===== src/rtl/core/raster_shape_draw_engine_assert.svh =====
// Assertion macros for the raster shape draw engine.
// Depends on a clock named clock and a reset named reset in the using module.
`ifndef RASTER_SHAPE_DRAW_ENGINE_ASSERT_SVH
`define RASTER_SHAPE_DRAW_ENGINE_ASSERT_SVH
// Same-cycle implication.
`define RSDE_ASSERT_NOW(lbl, ante, cons) \
   lbl: assert property (@(posedge clock) disable iff (reset) (ante) |-> (cons)) \
      else $error("rsde assertion failed");
// Next-cycle implication.
`define RSDE_ASSERT_NEXT(lbl, ante, cons) \
   lbl: assert property (@(posedge clock) disable iff (reset) (ante) |=> (cons)) \
      else $error("rsde assertion failed");
`endif


===== src/rtl/core/rsde_pkg.sv =====
// Package for the raster shape draw engine: canvas sizes, codes, command word type.
// No dependencies.
`timescale 1ns / 1ps
package rsde_pkg;
   localparam int CANVAS_ROWS = 32;
   localparam int CANVAS_COLS = 64;
   localparam int ROW_W = (CANVAS_ROWS > 1) ? $clog2(CANVAS_ROWS) : 1;
   localparam int COL_W = (CANVAS_COLS > 1) ? $clog2(CANVAS_COLS) : 1;
   localparam int MEM_DEPTH = 1 << (ROW_W + COL_W);
   localparam int BOX_W = 9;
   localparam int DIST_W = 2 * BOX_W + 1;
   localparam logic [BOX_W-1:0] ROWS_B = BOX_W'(CANVAS_ROWS);
   localparam logic [BOX_W-1:0] COLS_B = BOX_W'(CANVAS_COLS);

   localparam logic [2:0] MODE_LINE = 3'd0;
   localparam logic [2:0] MODE_RECT = 3'd1;
   localparam logic [2:0] MODE_TRI = 3'd2;
   localparam logic [2:0] MODE_CIRCLE = 3'd3;
   localparam logic [2:0] MODE_ERASE = 3'd4;
   localparam logic [2:0] MODE_CLEAR = 3'd5;
   localparam logic [2:0] MODE_READ = 3'd6;
   localparam logic [2:0] MODE_UNUSED = 3'd7;

   localparam logic [1:0] CODE_BLANK = 2'd0;
   localparam logic [1:0] CODE_DASH = 2'd1;
   localparam logic [1:0] CODE_STAR = 2'd2;

   typedef enum logic [1:0] {OP_NOP, OP_SCAN, OP_READ} op_type;
   typedef enum logic [1:0] {PRED_ALL, PRED_RECT, PRED_TRI, PRED_RING} pred_type;
   typedef enum logic [1:0] {ST_INIT, ST_IDLE, ST_SCAN, ST_READ} state_type;

   typedef struct packed {
      op_type op;
      pred_type pred;
      logic [1:0] code;
      logic [BOX_W-1:0] row_start;
      logic [BOX_W-1:0] row_end;
      logic [BOX_W-1:0] col_start;
      logic [BOX_W-1:0] col_end;
      logic [BOX_W-1:0] org_row;
      logic [BOX_W-1:0] org_col;
      logic [BOX_W-1:0] a_m1;
      logic [BOX_W-1:0] b_m1;
      logic [DIST_W-1:0] lo;
      logic [DIST_W-1:0] hi;
   } cmd_type;

   function automatic logic [BOX_W-1:0] min_box(input logic [BOX_W-1:0] x,
                                                input logic [BOX_W-1:0] y);
      min_box = (x < y) ? x : y;
   endfunction

   // Whole-canvas blank sweep, used after reset.
   function automatic cmd_type clear_cmd();
      cmd_type c;
      c = '0;
      c.op = OP_SCAN;
      c.pred = PRED_ALL;
      c.code = CODE_BLANK;
      c.row_end = ROWS_B;
      c.col_end = COLS_B;
      clear_cmd = c;
   endfunction
endpackage


===== src/rtl/core/rsde_queue.sv =====
// Two-entry command queue between front and back end.
// Depends on rsde_pkg.
`timescale 1ns / 1ps
module rsde_queue (
   input  logic clock,
   input  logic reset,
   input  logic push,
   input  rsde_pkg::cmd_type push_cmd,
   output logic push_ready,
   input  logic pop,
   output logic pop_valid,
   output rsde_pkg::cmd_type pop_cmd
);
   rsde_pkg::cmd_type entry_ff [2];
   logic wr_ptr_ff, wr_ptr_in, rd_ptr_ff, rd_ptr_in;
   logic [1:0] count_ff, count_in;
   logic do_push, do_pop;

   assign push_ready = (count_ff != 2'd2);
   assign pop_valid = (count_ff != 2'd0);
   assign pop_cmd = entry_ff[rd_ptr_ff];
   assign do_push = push && push_ready;
   assign do_pop = pop && pop_valid;

   always_comb begin
      wr_ptr_in = wr_ptr_ff ^ do_push;
      rd_ptr_in = rd_ptr_ff ^ do_pop;
      count_in = count_ff + 2'(do_push) - 2'(do_pop);
   end

   always_ff @(posedge clock) begin
      if (reset) begin
         wr_ptr_ff <= 1'b0;
         rd_ptr_ff <= 1'b0;
         count_ff <= 2'd0;
      end else begin
         wr_ptr_ff <= wr_ptr_in;
         rd_ptr_ff <= rd_ptr_in;
         count_ff <= count_in;
      end
      if (do_push) begin
         entry_ff[wr_ptr_ff] <= push_cmd;
      end
   end
endmodule


===== config.mk =====
export PLATFORM = sky130hd
export DESIGN_NAME = rsde_queue
export DESIGN_NICKNAME = d
export VERILOG_FILES = /design/src/rtl/core/raster_shape_draw_engine_assert.svh /design/src/rtl/core/rsde_pkg.sv /design/src/rtl/core/rsde_queue.sv
export SDC_FILE = /design/constraint.sdc
export NUM_CORES = 1
export LEC_CHECK = 0
export BUFFER_PORTS_ARGS = -buffer_cell sky130_fd_sc_hd__buf_2
export CAP_MARGIN = 10
export CORE_UTILIZATION = 45
export CTS_BUF_LIST = sky130_fd_sc_hd__clkbuf_2 sky130_fd_sc_hd__clkbuf_4 sky130_fd_sc_hd__clkbuf_8
export DETAILED_ROUTE_END_ITERATION = 10
export GPL_TIMING_DRIVEN = 0
export PLACE_DENSITY_LB_ADDON = 0.3
export SYNTH_ARGS = -nofsm -noshare
export SYNTH_HDL_FRONTEND = slang
export SYNTH_SLANG_ARGS = --single-unit

===== constraint.sdc =====
create_clock -name clock -period 4.75 [get_ports clock]
set_input_delay 0.95 -clock clock [delete_from_list [all_inputs] [get_ports clock]]
set_output_delay 0.95 -clock clock [all_outputs]
set_load 0.005 [all_outputs]

==> flow_summary.yaml <==
run_status:
  status: "completed"
clocking:
  htreeDepth: 2
  numCtsBuffers: 38
  holdBufCountCts: 0
  post_cts_resized: 0
  path_clk_slew_ns: 0.06
  post_cts_buffers: 0
  clkSinkCount: 236
  clkLatencyLatePin_ns: 0.51
  cts_tree: "done"
  cts_buffer_depth: 3
  cts_root_buf: "clkbuf_8"
route:
  drt_first_iter_violations: 157
  postRouteAntennaNets: 0
  routedWlPerCell_um: 16.8
  highest_layer: "met4"
  dr.pass1.iters: 6
  wl_met1_um: 6200
  wl_met3_um: 1620
  routed_wl_um: 15900
  vias_per_cell: 4.77
  drc: 0
  vias: 4528
  dr_wl_met2_um: 7720
logic_synthesis:
  netlist_instances: 388
  yosysWarnings: 0
  syn-num-nets: 510
  avgSynthCellArea_um2: 22.5
  synth_seq_cells: 236
  ys_types: 21
  ys_seq_area_share_pct: 80.9
  synth_area_mm2: 0.00871
  synth.top_cell.area_share_pct: 79.9
  yosys-top-cells-area: "edfxtp_1 80%, mux2_2 11%, mux2_4 5.2%"
  synth_area_leader_cell: "edfxtp_1"
power:
  leakage_nw: 4.21
  power_density_mw_per_mm2: 487
  vdd_drop_max_mv: 0.372
  total_power_mw: 5.36
sta:
  setup_ws_ns: 1.99
  period_minus_slack_ns: 2.76
  maxSlewViolCount: 0
  rsz0062_at_grt: "false"
  slew_headroom_pct: 49.5
  setup_viol: 0
  period_share_pct: 58.2
  hold_viol: 0
  max_freq_mhz: 362
  finalClockSkew_ns: 0.0158
  setup_tns_ns: 0
  worst_pin_slew_ns: 0.757
floorplanning:
  io_pins: 238
  fp-row-count: 50
  fp.dieW_um: 141
  core_area_mm2: 0.0188
  dieArea_mm2: 0.0199
  start_util_pct: 46.3
  die_y_um: 141
critical_path:
  worstRegToRegCells: 3
  crit_start: "rd_ptr_ff$_SDFF_PP0_"
  critical_path.cell_chain: "buf_6 -> buf_6 -> buf_6 -> mux2_4 -> buf_2"
  critPathSlowestCell: "dfxtp_1"
  cp_top_family: "buffers and inverters"
  cp-end-kind: "output port"
  cp_num_buf_inv: 4
  arrival_ns: 1.81
  crit_type: "register to output port"
  start_kind: "register"
  critPathMaxFanout: 10
  required_ns: 3.80
  slowest_delay_ns: 0.32
  r2r_start: "count_ff[0]$_SDFF_PP0_"
  cp_common_cell: "buf_6"
  cp.depth: 5
global_routing:
  antenna_found_initial: 0
  grt_first_pass_wirelength_um: 24000
  grt-ovfl-total: 0
  grt_pass1_vias: 4915
  track_usage_pct: 15.7
  grt_max_degree: 68
finish:
  layout_commonest_cell: "buf_2"
  fin_nets: 790
  fin_area_mm2: 0.0110
  area_delta_synth_final_pct: 26.4
  final_cell_mix: "245 x buf_2, 232 x edfxtp_1, 86 x mux2_2"
  fill_cells: 1461
  drive_gt1_share_pct: 62.1
  n_antenna_cell: 0
place:
  io_buffers: 237
  place_area_mm2: 0.0103
  post-dp-hpwl_um: 10600
  place_congestion: 0.675
  preCtsSetupSlack_ns: 2.15
min_path:
  hold_depth: 3
  hold_start: "wr_ptr_ff$_SDFF_PP0_"
  min_path_type: "register to register"
job:
  cap_violations: 0
-- through the flow --
step	instances	util (%)	hold WS (ns)
6_report	949	58.5	0.604
5_1_grt	949	58.5	0.586
4_1_cts	949	58.5	0.581
3_5_place_dp	888	54.8	0.599
3_3_place_gp	885	54.3	0.540
2_1_floorplan	388	-	0.524
-- Yosys cell counts (all sizes together) --
master,instances
and3,1
nand3,1
edfxtp,232
buf,13
a32oi,1
dfxtp,4
mux2,117
nor2,5
and2,1
xor2,1
inv,1
nand2b,1
a21bo,1
nor2b,3
a211oi,1
o21ai,2
or2,1
ha,2
-- final cells by class --
class | count | area (um^2) | share of cell area, %
multi-input cells | 138 | 1590 | 14.4
repair buffers | 240 | 1260 | 11.4
well taps | 260 | 325 | 2.95
inverters | 1 | 3.75 | 0.0341
clock buffers | 54 | 668 | 6.07
flip-flops and latches | 236 | 7050 | 64.0
plain buffers | 13 | 96.3 | 0.875
clock inverters | 7 | 28.8 | 0.261
-- sequential cells by signal, summed over array words and instances, names as in the netlist --
register	cells
count_ff	2
rd_ptr_ff	1
entry_ff	232
wr_ptr_ff	1
-- worst reg2reg max path, stage by stage, from the launching register on --
cell      delay, ns
dfxtp_1        0.44
nand2b_1       0.18
and3_4         0.70
buf_16         0.38
-- worst paths after layout --
| kind | slack (ns) | to |
|---|---|---|
| hold / removal | 0.60 | wr_ptr_ff$_SDFF_PP0_ |
| setup reg to reg | 2.65 | entry_ff[1][19]$_DFFE_PP_ |
| hold reg to reg | 0.60 | wr_ptr_ff$_SDFF_PP0_ |
| setup / recovery | 1.99 | pop_cmd[87] |
-- per-layer routing --
layer | vias to the layer above | global-route usage, %
met3 | 36 | 6.59
met4 | 0 | 6.58
met1 | 2191 | 17.6
met5 | - | 0
li1 | 2105 | -
met2 | 196 | 26.5
-- power breakdown --
group          switching (mW)  total, mW  internal, mW
clock network           0.707       1.60         0.893
logic                   0.527       1.13         0.602
registers              0.0583       2.64          2.58
-- cells by family after synthesis --
kind of cell	Yosys count	share of synthesized area (%)
adders and majority gates	2	0.287
xor gates and xnor gates	1	0.101
muxes	117	16.4
DFF	236	80.9
buffers and inverters	14	1.15
AOI/OAI and AO/OA	5	0.416
and+or+nand+nor	13	0.775
No activity file was read; power rests on OpenSTA's default activity.
