<file path="src/rtl/core/raster_shape_draw_engine_assert.svh">
// Assertion macros for the raster shape draw engine.
// Depends on a clock named clock and a reset named reset in the using module.
`ifndef RASTER_SHAPE_DRAW_ENGINE_ASSERT_SVH
`define RASTER_SHAPE_DRAW_ENGINE_ASSERT_SVH
// Same-cycle implication.
`define RSDE_ASSERT_NOW(lbl, ante, cons) \
   lbl: assert property (@(posedge clock) disable iff (reset) (ante) |-> (cons)) \
      else $error("rsde assertion failed");
// Next-cycle implication.
`define RSDE_ASSERT_NEXT(lbl, ante, cons) \
   lbl: assert property (@(posedge clock) disable iff (reset) (ante) |=> (cons)) \
      else $error("rsde assertion failed");
`endif

</file>
<file path="src/rtl/core/rsde_pkg.sv">
// Package for the raster shape draw engine: canvas sizes, codes, command word type.
// No dependencies.
`timescale 1ns / 1ps
package rsde_pkg;
   localparam int CANVAS_ROWS = 32;
   localparam int CANVAS_COLS = 64;
   localparam int ROW_W = (CANVAS_ROWS > 1) ? $clog2(CANVAS_ROWS) : 1;
   localparam int COL_W = (CANVAS_COLS > 1) ? $clog2(CANVAS_COLS) : 1;
   localparam int MEM_DEPTH = 1 << (ROW_W + COL_W);
   localparam int BOX_W = 9;
   localparam int DIST_W = 2 * BOX_W + 1;
   localparam logic [BOX_W-1:0] ROWS_B = BOX_W'(CANVAS_ROWS);
   localparam logic [BOX_W-1:0] COLS_B = BOX_W'(CANVAS_COLS);

   localparam logic [2:0] MODE_LINE = 3'd0;
   localparam logic [2:0] MODE_RECT = 3'd1;
   localparam logic [2:0] MODE_TRI = 3'd2;
   localparam logic [2:0] MODE_CIRCLE = 3'd3;
   localparam logic [2:0] MODE_ERASE = 3'd4;
   localparam logic [2:0] MODE_CLEAR = 3'd5;
   localparam logic [2:0] MODE_READ = 3'd6;
   localparam logic [2:0] MODE_UNUSED = 3'd7;

   localparam logic [1:0] CODE_BLANK = 2'd0;
   localparam logic [1:0] CODE_DASH = 2'd1;
   localparam logic [1:0] CODE_STAR = 2'd2;

   typedef enum logic [1:0] {OP_NOP, OP_SCAN, OP_READ} op_type;
   typedef enum logic [1:0] {PRED_ALL, PRED_RECT, PRED_TRI, PRED_RING} pred_type;
   typedef enum logic [1:0] {ST_INIT, ST_IDLE, ST_SCAN, ST_READ} state_type;

   typedef struct packed {
      op_type op;
      pred_type pred;
      logic [1:0] code;
      logic [BOX_W-1:0] row_start;
      logic [BOX_W-1:0] row_end;
      logic [BOX_W-1:0] col_start;
      logic [BOX_W-1:0] col_end;
      logic [BOX_W-1:0] org_row;
      logic [BOX_W-1:0] org_col;
      logic [BOX_W-1:0] a_m1;
      logic [BOX_W-1:0] b_m1;
      logic [DIST_W-1:0] lo;
      logic [DIST_W-1:0] hi;
   } cmd_type;

   function automatic logic [BOX_W-1:0] min_box(input logic [BOX_W-1:0] x,
                                                input logic [BOX_W-1:0] y);
      min_box = (x < y) ? x : y;
   endfunction

   // Whole-canvas blank sweep, used after reset.
   function automatic cmd_type clear_cmd();
      cmd_type c;
      c = '0;
      c.op = OP_SCAN;
      c.pred = PRED_ALL;
      c.code = CODE_BLANK;
      c.row_end = ROWS_B;
      c.col_end = COLS_B;
      clear_cmd = c;
   endfunction
endpackage

</file>
<file path="src/rtl/core/rsde_if.sv">
// Valid/ready channel interfaces for command and result words.
// Depends on nothing.
`timescale 1ns / 1ps
interface rsde_req_if;
   logic valid;
   logic ready;
   logic [2:0] mode;
   logic [4:0] row;
   logic [5:0] col;
   logic [6:0] size_a;
   logic [6:0] size_b;
   modport source (output valid, mode, row, col, size_a, size_b, input ready);
   modport sink (input valid, mode, row, col, size_a, size_b, output ready);
endinterface


</file>
<file path="src/rtl/core/rsde_front.sv">
// Front end: accepts command words, clips shapes to the canvas, holds one classified word.
// Depends on rsde_pkg and rsde_if.
`timescale 1ns / 1ps
module rsde_front (
   input  logic clock,
   input  logic reset,
   rsde_req_if.sink req_chan,
   output logic push,
   output rsde_pkg::cmd_type push_cmd,
   input  logic push_ready
);
   logic hold_valid_ff, hold_valid_in;
   rsde_pkg::cmd_type hold_cmd_ff, cmd;
   logic accept;
   logic [rsde_pkg::BOX_W-1:0] r, c, a, b;
   logic [13:0] sq;

   assign req_chan.ready = !hold_valid_ff || push_ready;
   assign accept = req_chan.valid && req_chan.ready;
   assign push = hold_valid_ff;
   assign push_cmd = hold_cmd_ff;

   always_comb begin
      r = rsde_pkg::BOX_W'(req_chan.row);
      c = rsde_pkg::BOX_W'(req_chan.col);
      a = rsde_pkg::BOX_W'(req_chan.size_a);
      b = rsde_pkg::BOX_W'(req_chan.size_b);
      sq = 14'(req_chan.size_a) * 14'(req_chan.size_a);
      cmd = '0;
      cmd.op = rsde_pkg::OP_SCAN;
      cmd.pred = rsde_pkg::PRED_ALL;
      cmd.code = rsde_pkg::CODE_STAR;
      cmd.org_row = r;
      cmd.org_col = c;
      cmd.row_start = r;
      cmd.col_start = c;
      cmd.a_m1 = a - 1'b1;
      cmd.b_m1 = b - 1'b1;
      cmd.lo = rsde_pkg::DIST_W'(sq) - rsde_pkg::DIST_W'(req_chan.size_a);
      cmd.hi = rsde_pkg::DIST_W'(sq) + rsde_pkg::DIST_W'(req_chan.size_a);
      cmd.row_end = rsde_pkg::min_box(r + a, rsde_pkg::ROWS_B);
      cmd.col_end = rsde_pkg::min_box(c + b, rsde_pkg::COLS_B);
      case (req_chan.mode)
         rsde_pkg::MODE_LINE: begin
            cmd.code = rsde_pkg::CODE_DASH;
            cmd.row_end = rsde_pkg::min_box(r + 1'b1, rsde_pkg::ROWS_B);
            cmd.col_end = rsde_pkg::min_box(c + a, rsde_pkg::COLS_B);
         end
         rsde_pkg::MODE_RECT: cmd.pred = rsde_pkg::PRED_RECT;
         rsde_pkg::MODE_TRI: begin
            cmd.pred = rsde_pkg::PRED_TRI;
            cmd.col_end = rsde_pkg::min_box(c + a, rsde_pkg::COLS_B);
         end
         rsde_pkg::MODE_CIRCLE: begin
            cmd.pred = rsde_pkg::PRED_RING;
            cmd.row_start = '0;
            cmd.col_start = '0;
            cmd.row_end = rsde_pkg::ROWS_B;
            cmd.col_end = rsde_pkg::COLS_B;
         end
         rsde_pkg::MODE_ERASE: cmd.code = rsde_pkg::CODE_BLANK;
         rsde_pkg::MODE_CLEAR: cmd = rsde_pkg::clear_cmd();
         rsde_pkg::MODE_READ: begin
            cmd.op = (r < rsde_pkg::ROWS_B && c < rsde_pkg::COLS_B) ?
                     rsde_pkg::OP_READ : rsde_pkg::OP_NOP;
         end
         default: cmd.op = rsde_pkg::OP_NOP;
      endcase
      // drop shapes that clip to nothing
      if (cmd.op == rsde_pkg::OP_SCAN &&
          (cmd.row_start >= cmd.row_end || cmd.col_start >= cmd.col_end)) begin
         cmd.op = rsde_pkg::OP_NOP;
      end
   end

   always_comb begin
      hold_valid_in = hold_valid_ff;
      if (accept) begin
         hold_valid_in = 1'b1;
      end else if (push_ready) begin
         hold_valid_in = 1'b0;
      end
   end

   always_ff @(posedge clock) begin
      if (reset) begin
         hold_valid_ff <= 1'b0;
      end else begin
         hold_valid_ff <= hold_valid_in;
      end
      if (accept) begin
         hold_cmd_ff <= cmd;
      end
   end
endmodule

</file>
<file path="src/flat_wrapper.sv">
// flat-port wrapper written by rule: the top's interface ports become plain ports
module rsde_front_flat 
  (clock, reset, push, push_cmd, push_ready, req_chan_valid, req_chan_mode, req_chan_row, req_chan_col, req_chan_size_a, req_chan_size_b, req_chan_ready);
  rsde_req_if req_chan_i ();
  input  logic clock;
  input  logic reset;
  output logic push;
  output rsde_pkg::cmd_type push_cmd;
  input  logic push_ready;
  input wire logic [$bits(req_chan_i.valid)-1:0] req_chan_valid;
  input wire logic [$bits(req_chan_i.mode)-1:0] req_chan_mode;
  input wire logic [$bits(req_chan_i.row)-1:0] req_chan_row;
  input wire logic [$bits(req_chan_i.col)-1:0] req_chan_col;
  input wire logic [$bits(req_chan_i.size_a)-1:0] req_chan_size_a;
  input wire logic [$bits(req_chan_i.size_b)-1:0] req_chan_size_b;
  output wire logic [$bits(req_chan_i.ready)-1:0] req_chan_ready;
  assign req_chan_i.valid = req_chan_valid;
  assign req_chan_i.mode = req_chan_mode;
  assign req_chan_i.row = req_chan_row;
  assign req_chan_i.col = req_chan_col;
  assign req_chan_i.size_a = req_chan_size_a;
  assign req_chan_i.size_b = req_chan_size_b;
  assign req_chan_ready = req_chan_i.ready;
  rsde_front u_core (.clock(clock), .reset(reset), .req_chan(req_chan_i), .push(push), .push_cmd(push_cmd), .push_ready(push_ready));
endmodule
</file>
<file path="config.mk">
export PLATFORM = sky130hd
export DESIGN_NAME = rsde_front_flat
export DESIGN_NICKNAME = d
export VERILOG_FILES = /design/src/rtl/core/raster_shape_draw_engine_assert.svh /design/src/rtl/core/rsde_pkg.sv /design/src/rtl/core/rsde_if.sv /design/src/rtl/core/rsde_front.sv /design/src/flat_wrapper.sv
export SDC_FILE = /design/constraint.sdc
export NUM_CORES = 1
export LEC_CHECK = 0
export ABC_AREA = 1
export ABC_CLOCK_PERIOD_IN_PS = 11500
export BUFFER_PORTS_ARGS = -buffer_cell sky130_fd_sc_hd__buf_2
export CAP_MARGIN = 20
export CORE_ASPECT_RATIO = 0.8
export CORE_MARGIN = 1
export CORE_UTILIZATION = 61
export DETAILED_ROUTE_END_ITERATION = 8
export PLACE_DENSITY_LB_ADDON = 0.05
export SYNTH_ARGS = -nofsm -noshare
export SYNTH_HDL_FRONTEND = slang
export SYNTH_SLANG_ARGS = --single-unit
</file>
<file path="constraint.sdc">
create_clock -name clock -period 11.5 [get_ports clock]
set_clock_uncertainty 0.2 [all_clocks]
set_input_delay 2.3 -clock clock [delete_from_list [all_inputs] [get_ports clock]]
set_output_delay 2.3 -clock clock [all_outputs]
set_load 0.05 [all_outputs]
</file>
==> results of run 1 <==
## worst max path at each step
stage                        from                    to  slack, ns  depth (start not counted)
6_report       req_chan_size_a[1]   u_core.push_cmd[13]       4.34                         22
5_1_grt        req_chan_size_a[1]   u_core.push_cmd[13]       4.01                         22
4_1_cts        req_chan_size_a[1]   u_core.push_cmd[13]       4.37                         22
3_5_place_dp   req_chan_size_a[1]   u_core.push_cmd[13]       3.98                         22
3_3_place_gp   req_chan_size_a[1]   u_core.push_cmd[13]       4.13                         22
2_1_floorplan      req_chan_valid  u_core.push_cmd[101]       4.14                          2
## per-stage QoR
stage | cell area [um^2] | utilization (%)
4_1_cts | 8140 | 70.7
2_1_floorplan | 7300 | -
3_5_place_dp | 7860 | 68.3
6_report | 8140 | 70.7
3_3_place_gp | 7860 | 68.3
5_1_grt | 8140 | 70.7
## sequential cells by signal, indices dropped and copies added (netlist names)
name,cells
u_core.push_cmd,88
u_core.push,1
## routing by layer
metal / global-route usage (%) / part of all wire [%] / up-vias
li1: - / - / 3037
met1: 41.6 / 47 / 2699
met2: 40.7 / 43 / 258
met3: 6.25 / 9.0 / 24
met4: 7.51 / 1.3 / 0
met5: 0 / 0 / -
## report_power, final
| part | switching (W) | total (W) | internal, W |
|---|---|---|---|
| logic | 0.000622 | 0.000855 | 0.000233 |
| registers | 0.0000142 | 0.000442 | 0.000428 |
| clock network | 0.000130 | 0.000279 | 0.000150 |
## placed cells by master, fill, tap and decap left out, types with 12 or more instances in the layout
cell type,count
a21oi_1,53
buf_2,127
conb_1,25
edfxtp_1,88
fa_1,17
ha_1,70
inv_1,146
nand2_1,184
nand2_2,15
nand3_1,51
nand4_1,23
nor2_1,56
o21ai_0,24
xor2_1,12
## logic make-up (layout without fill, tap and decap cells)
group	after synthesis	in the layout	share of synthesized area, %
adders and majority gates	87	87	16.9
DFF	89	89	36.9
other	1	25	0.0520
and+or+nand+nor	366	366	23.6
buffers and inverters	195	296	11.9
AOI/OAI and AO/OA	110	110	8.47
xor gates and xnor gates	18	18	2.19
## area by class of cell
cell class / instances / area share [%]
clock buffers: 10 / 2.81
clock inverters: 6 / 0.615
inverters: 150 / 6.91
multi-input cells: 606 / 46.6
flip-flops and latches: 89 / 32.7
well taps: 148 / 2.27
repair buffers: 130 / 8.08
## tightest hold or removal path, stage by stage, from the launching register on
cell and delay (ns):
dfxtp_1 0.34, nand2_1 0.09, a21oi_1 0.06
==> metrics.txt, run 1 <==
status=complete, no violations; Fin Setup TNS=0 ns; Max Buffers Root-to-Sink=2; Synth area leader=edfxtp_1; min Tclk post-route=7.16 ns; CP Max Fanout=16; GR Overflow Total=0; synthesized area=7210 um^2; drt total wl=16,200 um; number of CTS-inserted buffers=9; WL/cell=14.2 um; Slew @ Worst Pin=0.599 ns; YS warnings=0; critical path arrival=7.06 ns; die width=124 um; number of global-route vias before repair=5,448; Peak VDD IR=0.139 mV; Fmax achieved=0.140 GHz; filler instances=945; antenna diode instance count=0; most common cell in the netlist=nand2_1; first-pass GRT wire length=26,400 um; area grow syn2layout=12.9%; Final setup viols=0; DP Worst Slack=3.98 ns; routed vias=6,018; HP Class=reg -> reg; Slew headroom=60.1%; Pwr Density=194 nW/um^2; Total Power=0.00158 W; Final period util=62.3%; max incr delay on CP=0.53 ns; Syn Area/Cell=8.33 um^2; Max-Cap Viols=0; placed cells=1,123; number of remaining DRC errors=0; Hold Slack=0.341 ns; critical path class=in -> reg; multi-input combinational cell area=3790 um^2; layout cells sized above 1=19.8%; GPL Wtd Cong=0.923; CTS sink cnt=89; sequential cell area=2660 um^2; r2r startpoint=u_core.push; initial antenna violation count=0; hold path depth=2; clk root buf=clkbuf_16; Post-Layout Cell Count=1,139; setup repair after global routing missed its margin=no; FP Rows=35; top-area cell type share of the netlist area=36.6%; cts-stage hold buffer count=0; Clock Latency Late Sink=0.34 ns; NumNets Final=1,105; static leakage=4.19 nW; Async S/R FF share, synth=0%; Clock transition at path regs=0.06 ns; CP delay by family, top=adder cells; Main synth FF type=edfxtp_1; GRT Overall Usage=27.9%; worst reg-to-reg path cell count=3; most used cell, CP=inv_1; IO Count=150; Seq cells post-synth=89; die height=99.3 um; H-tree depth=3; Post-synth EDFFs=88; Initial Utilization=62.6%; R2R setup slack=9.38 ns; HP Start=u_core.push; CTS tree=done; Setup crit end kind=flip-flop; Slowest cell on crit path=fa_1; R2R Path End=u_core.push_cmd[36]; Req. time, crit path=11.40 ns; ranking of synthesized cells by area=edfxtp_1 37%, ha_1 12%, nand2_1 9.6%; die footprint=12,300 um^2; unique cell type count in the Yosys netlist=42; CORE AREA=11,500 um^2; buffers and inverters on the worst path=6; Fin. Hold Viols=0; drt first pass iters=5; Slew Limit Fails=0; Port Buffers=127; Avg Vias per Cell=5.28; post-synthesis sequential area ratio=36.9%; post-CTS resize count=0; Hold EP=u_core.push; final worst slack=4.34 ns; postcts setup bufs=0; Detailed Route Iter0 Violations=420; Detail Placement HPWL=12,500 um; CP startpoint kind=input pin; top post-synthesis cells by count=184 x nand2_1, 146 x inv_1, 88 x edfxtp_1, 70 x ha_1, 56 x nor2_1; Antenna Nets Post-Route=0; pin count of the biggest net entering global routing=50; crit-path cells=buf_2, nand2_1, xor2_1, ha_1, inv_1, fa_1, inv_1, fa_1, inv_1, fa_1, inv_1, ha_1, xor2_1, ha_1, inv_1, nand2_1, o211ai_1, nand3_2, nor2_4, nand3_1, nand2_1, nor2_1; Post-Syn Instances=866
Power figures use the tool's default switching activity.
==> inputs of run 2 (changes only) <==
--- a/config.mk
+++ b/config.mk
@@ -5,13 +5,13 @@
 export SDC_FILE = /design/constraint.sdc
 export NUM_CORES = 1
 export LEC_CHECK = 0
-export ABC_AREA = 1
-export ABC_CLOCK_PERIOD_IN_PS = 11500
+export ABC_AREA = 0
+export ABC_CLOCK_PERIOD_IN_PS = 5900
 export BUFFER_PORTS_ARGS = -buffer_cell sky130_fd_sc_hd__buf_2
 export CAP_MARGIN = 20
 export CORE_ASPECT_RATIO = 0.8
 export CORE_MARGIN = 1
-export CORE_UTILIZATION = 61
+export CORE_UTILIZATION = 50
 export DETAILED_ROUTE_END_ITERATION = 8
 export PLACE_DENSITY_LB_ADDON = 0.05
 export SYNTH_ARGS = -nofsm -noshare
==> constraint.sdc (replaced) <==
create_clock -name clock -period 5.9 [get_ports clock]
set_clock_uncertainty 0.2 [all_clocks]
set_input_delay 1.18 -clock clock [delete_from_list [all_inputs] [get_ports clock]]
set_output_delay 1.18 -clock clock [all_outputs]
set_load 0.05 [all_outputs]
==> run 2 against run 1 <==
Effect of this change: sequential power rose by 97%; hold slack got worse by 0.022 ns; final cell count fell by 15%; clock-buffer cell count did not move; first-iteration DRC count fell by 43%; register-to-register slack got worse by 5.3 ns; critical path depth fell by 3; critical path type unchanged.
==> metrics.txt, run 2 <==
status=complete, no violations; Post-Syn Instances=623; HP Class=reg -> reg; Post-DP Area=7570 um^2; IO Count=150; Fin. Hold Viols=0; Main synth FF type=edfxtp_1; Hold Slack=0.320 ns; unique cell type count in the Yosys netlist=57; crit-path cells=buf_2, nand2_1, xor2_1, ha_1, inv_1, fa_1, inv_1, fa_1, inv_1, fa_1, inv_1, ha_1, a21oi_1, o21ai_0, xor2_1, a211oi_1, nor4b_4, xor2_1, nor2_1; Initial Utilization=52.4%; FP Rows=36; CP startpoint kind=input pin; Reg power frac=27.4%; Slew headroom=59.4%; Internal Power=0.00184 W; commonest non-fill, non-tap cell in the layout=buf_2; H-tree depth=3; GPL Wtd Cong=0.853; number of global-route vias before repair=4,841; synthesized area=6520 um^2; Clock transition at path regs=0.06 ns; routed vias=4,946; CORE AREA=12,400 um^2; number of remaining DRC errors=0; critical path class=in -> reg; drt total wl=14,500 um; most common cell in the netlist=edfxtp_1; most used cell, CP=inv_1; min Tclk post-route=5.70 ns; Async S/R FF share, synth=0%; cts-stage hold buffer count=0; YS warnings=0; layout cells sized above 1=26.0%; postcts setup bufs=0; Slew Limit Fails=0; clk root buf=clkbuf_16; initial antenna violation count=0; post-CTS resize count=0; Slowest cell on crit path=fa_1; Pwr Density=399 nW/um^2; first-pass GRT wire length=23,400 um; antenna diode instance count=0; Fmax achieved=0.176 GHz; Max Buffers Root-to-Sink=2; static leakage=3.66 nW; post-synthesis sequential area ratio=40.8%; Max-Cap Viols=0; ranking of synthesized cells by area=edfxtp_1 41%, ha_1 13%, fa_1 5.2%; number of CTS-inserted buffers=9; Req. time, crit path=5.79 ns; pin count of the biggest net entering global routing=89; hold path depth=2; Post-synth EDFFs=88; drt first pass iters=4; Slew @ Worst Pin=0.602 ns; setup repair after global routing missed its margin=yes; Detail Placement HPWL=11,200 um; NumNets Final=909; most frequent cells in the layout=127 x buf_2, 88 x edfxtp_1, 70 x ha_1, 66 x nor2_1, 50 x inv_1; placed cells=949; CTS tree=done; Port Buffers=127; top post-synthesis cells by count=88 x edfxtp_1, 70 x ha_1, 66 x nor2_1, 50 x inv_1, 32 x xnor2_1; worst reg-to-reg path cell count=3; Setup crit end kind=flip-flop; max incr delay on CP=0.54 ns; Syn Area/Cell=10.5 um^2; Switching Share=42.1%; GRT Overall Usage=22.3%; die footprint=13,500 um^2; die height=104 um; Layout Utilization=63.9%; Final setup viols=0; Antenna Nets Post-Route=0; CP Max Fanout=5; Clock power frac=19.4%; GR Overflow Total=0; critical path arrival=5.59 ns; Fin Setup TNS=0 ns; Clock Latency Late Sink=0.35 ns; Logic pwr share=53.1%; die width=130 um; post-route design area=7950 um^2; Detailed Route Iter0 Violations=241; Seq cells post-synth=89; WL/cell=15.0 um; Post-Layout Cell Count=966; Synth area leader=edfxtp_1; top-area cell type share of the netlist area=40.5%; Peak VDD IR=0.303 mV; Switch Pwr=0.00133 W; max reg flops=88; area grow syn2layout=21.9%; Final period util=96.5%; Avg Vias per Cell=5.12; CTS sink cnt=89
[run 2: path summary, 6_finish.rpt]
check | start | end | slack [ns]
worst max-delay path | req_chan_size_a[0] | u_core.push_cmd[31] | 0.20
worst min-delay path | u_core.push | u_core.push | 0.32
worst max register to register | u_core.push | u_core.push_cmd[54] | 4.11
worst min register to register | u_core.push | u_core.push | 0.32
[run 2: critical path: cells and delay by family]
kind	cells	cell delay (ns)
xor+xnor	3	0.59
buf+inv	5	0.33
fa+ha+maj	5	2.22
simple gates	3	0.47
compound gates	3	0.79
[run 2: kinds of logic after synthesis]
| kind of cell | share of synthesized area (%) |
|---|---|
| buffers and inverters | 7.06 |
| AO/OA/AOI/OAI | 11.3 |
| XOR/XNOR | 7.25 |
| AND/OR/NAND/NOR | 14.4 |
| adder cells (fa/ha/maj) | 18.7 |
| flip-flops | 40.8 |
| multiplexers | 0.461 |
| other | 0.0575 |
[run 2: final cells by class]
cell class	count	area [um^2]
clock inverters	6	91.3
clock buffers	10	229
flip-flops and latches	89	2660
multi-input cells	464	3540
well taps	171	214
repair buffers	175	1020
inverters	51	193
fillers	1090	4480
[run 2: routing by layer]
layer  global-route usage, %  part of all wire (%)  wire length [um]
met1                    31.5                    49              7050
met2                    34.3                    44              6440
met3                    4.94                   5.9               857
met4                    6.15                   1.1               159
met5                       0                     0                 0
[run 2: per-stage QoR]
step	setup WS [ns]	total power, W
after floorplan	0.00282	0.00210
after global placement	-0.00247	0.00250
after detailed placement	-0.247	0.00254
after CTS	0.133	0.00317
after global routing	-0.0317	0.00337
final	0.204	0.00317
[run 2: power by group through the flow]
stage / clock [W] / sequential (W) / combinational, W
after floorplan: 0 / 0.00122 / 0.000880
after global placement: 0 / 0.000882 / 0.00162
after detailed placement: 0 / 0.000886 / 0.00165
after CTS: 0.000636 / 0.000872 / 0.00166
after global routing: 0.000654 / 0.000881 / 0.00184
final: 0.000617 / 0.000870 / 0.00169
==> inputs of run 3 (changes only) <==
--- a/config.mk
+++ b/config.mk
@@ -12,7 +12,9 @@
 export CORE_ASPECT_RATIO = 0.8
 export CORE_MARGIN = 1
 export CORE_UTILIZATION = 50
+export CTS_CLUSTER_DIAMETER = 30
 export DETAILED_ROUTE_END_ITERATION = 8
+export GPL_TIMING_DRIVEN = 0
 export PLACE_DENSITY_LB_ADDON = 0.05
 export SYNTH_ARGS = -nofsm -noshare
 export SYNTH_HDL_FRONTEND = slang
==> constraint.sdc (replaced) <==
create_clock -name clock -period 5.9 [get_ports clock]
set_clock_uncertainty 0.2 [all_clocks]
set_input_delay 0.295 -clock clock [delete_from_list [all_inputs] [get_ports clock]]
set_output_delay 0.295 -clock clock [all_outputs]
set_load 0.05 [all_outputs]
==> run 3 against run 2 <==
Effect of this change: hold slack worse by 0.21 ns; fmax is 3.5% higher; global-route usage hardly changed; non-clock buffer count is 2 lower; largest cell class unchanged; sequential power hardly changed.
==> metrics.txt, run 3 (synthesized netlist as in run 2, its figures left out) <==
die width=130 um; max incr delay on CP=0.53 ns; Slowest cell on crit path=fa_1; routed vias=4,876; Pwr Density=375 nW/um^2; IO Count=150; Total Power=0.00294 W; HP Class=in -> reg; commonest non-fill, non-tap cell in the layout=buf_2; Req. time, crit path=5.80 ns; Final setup viols=0; Slew Limit Fails=0; Max-Cap Viols=0; Logic pwr share=52.3%; initial antenna violation count=0; drt total wl=14,000 um; crit-path cells=buf_2, clkinvlp_4, nor2_1, ha_1, xor2_1, fa_1, inv_1, fa_1, inv_1, fa_1, inv_1, ha_1, a21o_1, a21oi_1, a31oi_2, a311oi_4, buf_4, nand2_1, nor3_1, mux2i_1; layout cells sized above 1=24.0%; placed cells=945; CORE AREA=12,400 um^2; CP Max Fanout=9; drt first pass iters=4; CTS tree=done; Max Buffers Root-to-Sink=2; Clock transition at path regs=0.07 ns; status=complete, no violations; number of global-route vias before repair=4,724; Reg power frac=29.5%; Detailed Route Iter0 Violations=227; Detail Placement HPWL=10,900 um; WL/cell=14.6 um; area grow syn2layout=20.3%; min Tclk post-route=5.51 ns; Initial Utilization=52.4%; max reg flops=88; FP Rows=36; clk root buf=clkbuf_16; first-pass GRT wire length=23,200 um; Peak VDD IR=0.259 mV; CP startpoint kind=input pin; Clock Latency Late Sink=0.35 ns; critical path class=in -> reg; Fmax achieved=0.182 GHz; GRT Overall Usage=22.3%; antenna diode instance count=0; GPL Wtd Cong=0.855; Setup crit end kind=flip-flop; Final period util=93.3%; Avg Vias per Cell=5.06; Switch Pwr=0.00129 W; H-tree depth=3; Antenna Nets Post-Route=0; most frequent cells in the layout=129 x buf_2, 88 x edfxtp_1, 70 x ha_1, 66 x nor2_1, 50 x inv_1; Clock power frac=18.2%; Internal Power=0.00165 W; static leakage=3.59 nW; die height=104 um; number of remaining DRC errors=0; GR Overflow Total=0; Slew @ Worst Pin=0.863 ns; Post-Layout Cell Count=964; Hold Slack=0.114 ns; pin count of the biggest net entering global routing=49; number of CTS-inserted buffers=9; Fin. Hold Viols=0; Port Buffers=126; Slew headroom=42.0%; die footprint=13,500 um^2; CTS sink cnt=89; critical path arrival=5.41 ns; NumNets Final=907; Switching Share=44.0%
run 3: changes by cell type in the layout (fill, tap and decap cells not counted), moves of 2 or more:
cell	before	now
buf_4	47	30
clkbuf_1	1	7
buf_1	0	3
buf_2	127	129
bufinv_16	2	0
clkinv_2	2	0
clkinv_4	0	2
clkinvlp_4	2	4
dlygate4sd3_1	0	2
run 3: cell type report:
| class | instances | area (um^2) |
|---|---|---|
| inverters | 51 | 195 |
| well taps | 171 | 214 |
| flip-flops and latches | 89 | 2660 |
| fillers | 1067 | 4590 |
| multi-input cells | 464 | 3530 |
| clock inverters | 7 | 55.1 |
| plain buffers | 41 | 263 |
| repair buffers | 132 | 698 |
| clock buffers | 9 | 225 |
run 3: power by group through the flow:
stage	Sequential [W]	Combinational (W)	Clock [W]
after floorplan	0.00122	0.000859	0
after global placement	0.000884	0.00146	0
after detailed placement	0.000882	0.00149	0
after CTS	0.000869	0.00150	0.000547
after global routing	0.000878	0.00170	0.000574
final	0.000868	0.00154	0.000537
run 3: final timing paths:
kind	from	depth (start not counted)	slack (ns)	to
worst max-delay path	req_chan_size_a[4]	20	0.39	u_core.push_cmd[13]
worst min-delay path	req_chan_row[4]	2	0.11	u_core.push_cmd[69]
worst max register to register	u_core.push	3	4.11	u_core.push_cmd[2]
worst min register to register	u_core.push	2	0.78	u_core.push_cmd[75]
run 3: worst max-delay path: cells and delay by family:
family                     cells  cell delay [ns]
AOI/OAI and AO/OA              4             1.16
xor gates and xnor gates       1             0.18
adders and majority gates      5             2.17
buffers and inverters          6             0.89
muxes                          1             0.11
and+or+nand+nor                3             0.58
run 3: timing repair:
item	4_1_cts	5_1_grt
hold buffers	2	0
hold endpoints to repair	1	0
buffers inserted	0	2
gates resized for setup	0	8
setup endpoints to repair	0	8
run 3: through the flow:
stage / setup TNS [ns] / instance area (um^2) / worst slack, ns / utilization, %
final: 0 / 7840 / 0.394 / 63.1
after global routing: -0.0437 / 7840 / -0.0437 / 63.1
after CTS: 0 / 7780 / 0.172 / 62.6
after detailed placement: -0.680 / 7480 / -0.176 / 60.2
after global placement: -0.399 / 7450 / -0.149 / 60.0
after floorplan: 0 / 6610 / 0.647 / -
run 3: layer usage:
metal	global-route usage (%)	part of all wire (%)	up-vias
met5	0	0	-
met4	4.57	0.86	0
met3	6.07	6.6	9
met2	33.2	43	149
met1	32.4	49	2247
li1	-	-	2471
